==> config.mk <==
export PLATFORM = sky130hd
export DESIGN_NAME = srt_cell
export DESIGN_NICKNAME = d
export VERILOG_FILES = /design/src/hw/rtl/srt_pkg.sv /design/src/hw/rtl/srt_cell.sv
export SDC_FILE = /design/constraint.sdc
export NUM_CORES = 1
export LEC_CHECK = 0
export BUFFER_PORTS_ARGS = -buffer_cell sky130_fd_sc_hd__buf_2
export CORE_AREA = 10 10 156 158
export CTS_CLUSTER_SIZE = 12
export DETAILED_ROUTE_END_ITERATION = 6
export DIE_AREA = 0 0 166 168
export GPL_TIMING_DRIVEN = 0
export PLACE_DENSITY_LB_ADDON = 0.12
export SYNTH_ARGS = -nofsm -noshare
export SYNTH_HDL_FRONTEND = slang
export SYNTH_SLANG_ARGS = --single-unit
==> constraint.sdc <==
create_clock -name clk -period 2.8 [get_ports clk]
set_input_delay 0.56 -clock clk [delete_from_list [all_inputs] [get_ports clk]]
set_output_delay 0.56 -clock clk [all_outputs]
set_load 0.005 [all_outputs]
==> src/hw/rtl/srt_pkg.sv <==
// Types, widths and constants shared by the sensor reading table.
package srt_pkg;

  localparam int SLOTS       = 8;
  localparam int WORDS       = 4;
  localparam int MAX_RESULTS = 32;

  localparam int ID_W   = 8;
  localparam int CNT_W  = 3;
  localparam int WORD_W = 32;
  localparam int IDX_W  = 2;
  localparam int NDATA  = 4;

  localparam int WSEL_W = (WORDS > 1) ? $clog2(WORDS) : 1;
  localparam int ROT_W  = $clog2(SLOTS + 1);
  localparam int TOT_W  = $clog2(MAX_RESULTS + 1);

  localparam int IN_W    = 144;
  localparam int OUT_W   = 48;
  localparam int OUT_PAD = OUT_W - (WORD_W + ID_W + IDX_W);

  localparam logic [ID_W-1:0]  EMPTY_ID  = 8'hff;
  localparam logic [CNT_W-1:0] WORDS_CNT = CNT_W'(WORDS);
  localparam logic [IDX_W-1:0] WIDX_LAST = IDX_W'(WORDS - 1);
  localparam logic [ROT_W-1:0] ROT_END   = ROT_W'(SLOTS);

  localparam logic OP_STORE = 1'b0;
  localparam logic OP_XMIT  = 1'b1;

  typedef struct packed {
    logic [ID_W-1:0]               id;
    logic [CNT_W-1:0]              cnt;
    logic [WORDS-1:0][WORD_W-1:0]  words;
  } slot_t;

  typedef struct packed {
    logic [ID_W-1:0]               id;
    logic [CNT_W-1:0]              cnt;
    logic [NDATA-1:0][WORD_W-1:0]  data;
  } item_t;

  typedef struct packed {
    logic valid;
    logic claimed;
  } tok_t;

endpackage

==> src/hw/rtl/srt_cell.sv <==
// One table slot: compares against the store item, takes a store token, rotates on transmit.
module srt_cell (
  input  logic           clk,
  input  logic           rst,
  input  srt_pkg::item_t item,
  input  logic           any_hit,
  input  srt_pkg::tok_t  tok_in,
  output srt_pkg::tok_t  tok_out,
  input  logic           shift_en,
  input  srt_pkg::slot_t shift_in,
  output srt_pkg::slot_t slot,
  output logic           hit
);

  srt_pkg::slot_t slot_next;
  logic           empty;
  logic           claim;
  logic           wr;

  always_comb begin
    hit   = (slot.id == item.id);
    empty = (slot.id == srt_pkg::EMPTY_ID);
    claim = tok_in.valid & ~tok_in.claimed & ~any_hit & empty;
    wr    = tok_in.valid & (hit | claim);
    slot_next = slot;
    if (shift_en) begin
      slot_next = shift_in;
    end else if (wr) begin
      if (claim) begin
        slot_next.id       = item.id;
        slot_next.words[0] = '0;
      end
      slot_next.cnt = item.cnt;
      for (int j = 0; j < srt_pkg::WORDS; j++) begin
        if (int'(item.cnt) > j) begin
          slot_next.words[j] = item.data[j];
        end
      end
    end
  end

  always_ff @(posedge clk) begin
    if (rst) begin
      slot.id       <= srt_pkg::EMPTY_ID;
      slot.cnt      <= '0;
      slot.words    <= '0;
      tok_out       <= '0;
    end else begin
      slot          <= slot_next;
      tok_out.valid   <= tok_in.valid;
      tok_out.claimed <= tok_in.claimed | claim;
    end
  end

endmodule
==> flow_metrics.tcl <==
set metrics [dict create \
    initial_core_util_pct 31.2 \
    yosys.area.top_type "dfxtp_1" \
    antenna_left 0 \
    yosysTopAreaCellShare_pct 42.2 \
    clk_pin_slew_ns 0.06 \
    vdd_drop_max_mv 0.332 \
    period_needed_ns 2.56 \
    cp_common_cell "clkbuf_1" \
    fp.dieW_um 166 \
    cts_tree "done" \
    io_pins 426 \
    finalSetupTns_ns 0 \
    placed_area_um2 9160 \
    finalWirelength_mm 30.6 \
    critical_path_class "primary input to register" \
    rows 54 \
    max-clock-path-buffers 2 \
    hpwl_mm 24.6 \
    worstHoldPathType "primary input to register" \
    crit_family "buffers and inverters" \
    nets 1453 \
    rsz0062_at_grt "false" \
    synth-seq-cells 141 \
    ys.warnings.count 0 \
    route.detailed.drc 0 \
    pwr_density_cell_nw_per_um2 580 \
    critPathMaxFanout 10 \
    whs_path_depth 3 \
    worst_pin_slew_ns 0.816 \
    required_ns 3.14 \
    cts-hold-fix-buffers 0 \
    maxCapViolCount 0 \
    grt_antenna_before_repair 12 \
    hold_path_end "slot[136]" \
    fin_area_um2 9780 \
    crit_arrival_ns 2.89 \
    vias 7473 \
    core_region_area_um2 21400 \
    port_buffers 424 \
    rr_worst_depth 7 \
    ctsHtreeMaxLevel 4 \
    relSlewSlack_pct 45.6 \
    drtIter0Drc 364 \
    cts.sinks 141 \
    finalHoldViolations 0 \
    rrSetupSlack_ns 0.30 \
    gp_congestion 0.797 \
    synthTopCellsByArea "dfxtp_1 42%, a211oi_1 11%, mux2i_1 9.6%" \
    crit_chain "buf_2 -> clkbuf_1 -> clkbuf_1 -> clkbuf_1 -> nand2_1 -> a311oi_2" \
    rr_endpoint "slot[93]" \
    setup-violations-final 0 \
    max_freq_ghz 0.391 \
    grt_pass1_wl_mm 46.1 \
    areaGrowthSynthToFinish_pct 46.3 \
    rr_startpoint "slot[135]" \
    wl_per_cell_um 20.9 \
    cts.repair.resized 0 \
    drt_pass1_iterations 4 \
    slowest_stage "clkbuf_1" \
    synth_fp_nets 1010 \
    fp.dieH_um 168 \
    numCtsBuffers 17 \
    vias_per_cell 5.09 \
    track_usage_pct 20.7 \
    root_buffer "clkbuf_16" \
    syn_inst 726 \
    p_leak_nw 4.47 \
    post-cts-setup-buffers 0 \
    min_from "shift_in[136]" \
    syn_area_um2 6690 \
    grt_pass1_vias 7880 \
    slew_viol_final 0 \
    critPathMaxStageDelay_ns 0.63 \
    dieArea_um2 27900 \
    layout-drive-gt1-share_pct 43.7 \
    avgSynthCellArea_um2 9.21 \
    fin_crit_sh_pct 91.3 \
    finClkSkew_ns 0.0114 \
    ys_types 35 \
    grt_max_degree 17 \
    ys_seq_area_share_pct 42.2 \
    cp_num_buf_inv 4 \
    crit_path_end_kind "register" \
    status "complete, no violations" \
    overflow 0 \
    insertion_delay_ns 0.42 \
    cp-start-kind "primary input" \
]
## synth_stat cells (all sizes together)
library cell and number:
inv 1, a211oi 96, o211ai 1, and4 3, o31ai 1, nand3b 1
and2 1, buf 29, dfxtp 141, nand4b 1, nor4 7, mux2i 64
a21o 4, xor2 8, nand3 32, nor2b 2, a2111oi 2, nand2 36
a21oi 42, o21ai 19, a311oi 32, clkbuf 59, or3 4, nor2 4
nor3 99, o22ai 32, or2 3, nor3b 1, nand4 1
## metal layers
layer / global-route usage [%] / wire length, µm / share of wire, %
met5: 0 / 51 / 0.17
met4: 7.20 / 532 / 1.7
met3: 6.64 / 2270 / 7.4
met2: 35.1 / 15300 / 50
met1: 24.2 / 12500 / 41
## how the worst max path moves through the flow
stage / from / endpoint / slack (ns) / cells past startpoint
floorplan: item[130] / slot[10] / 0.69 / 8
global placement: shift_en / slot[29] / -0.22 / 6
detailed placement: shift_en / slot[29] / -0.26 / 6
CTS: shift_en / slot[29] / 0.19 / 6
global route: shift_en / slot[29] / 0.02 / 6
finish: shift_en / slot[29] / 0.24 / 6
## metrics by stage
stage / util, % / setup slack (ns) / instances / hold slack, ns / power, mW
final: 45.7 / 0.244 / 1469 / 0.351 / 5.68
after detailed placement: 42.8 / -0.261 / 1430 / 0.508 / 3.37
after CTS: 45.6 / 0.194 / 1461 / 0.329 / 5.75
after global routing: 45.7 / 0.0211 / 1467 / 0.358 / 5.95
after floorplan: - / 0.690 / 726 / 0.502 / 2.81
after global placement: 42.8 / -0.225 / 1430 / 0.501 / 3.36
## state kept, by name (all words and copies together) (netlist names)
register	count
slot	139
tok_out	2
## power by group
part,internal (mW),switching [mW]
combinational,0.497,0.562
clock,1.43,0.936
sequential,2.17,0.0850
## placed cells by master, fill, tap and decap left out, types with 2 or more instances in the layout
cell type	n
clkinvlp_4	3
nor2b_1	2
a2111oi_0	2
a311oi_2	30
o22ai_1	32
xor2_1	8
buf_4	3
o21ai_0	19
buf_6	4
clkbuf_16	17
dfxtp_1	141
bufinv_16	3
a21o_1	4
a211oi_1	96
nor3_1	99
nor2_1	4
or2_1	3
a21oi_1	42
buf_2	445
a311oi_1	2
or3_1	4
nand2_1	36
clkbuf_1	60
nand3_1	32
diode_2	8
clkinv_4	2
nor4_1	5
and4_1	3
mux2i_1	64
inv_6	3
## worst min-delay path, delay by kind of cell
kind,cells,cell delay [ns]
AO/OA/AOI/OAI,2,0.10
buffers and inverters,1,0.08
## area by class of cell
type	count	area, µm²
antenna	8	20.0
buffer	88	398
clock buffer	19	443
clock inverter	12	161
fill	2209	11600
inverter	1	3.75
multi-input combinational	496	3460
sequential	141	2820
tap	280	350
timing repair buffer	424	2120
## logic make-up after synthesis
kind of cell,Yosys count,synth area share [%]
compound gates,229,26.3
simple gates,195,14.8
flops,141,42.2
buf+inv,89,6.01
mux,64,9.58
xor+xnor,8,1.05
Note: power is estimated with default switching activity, not from simulation.
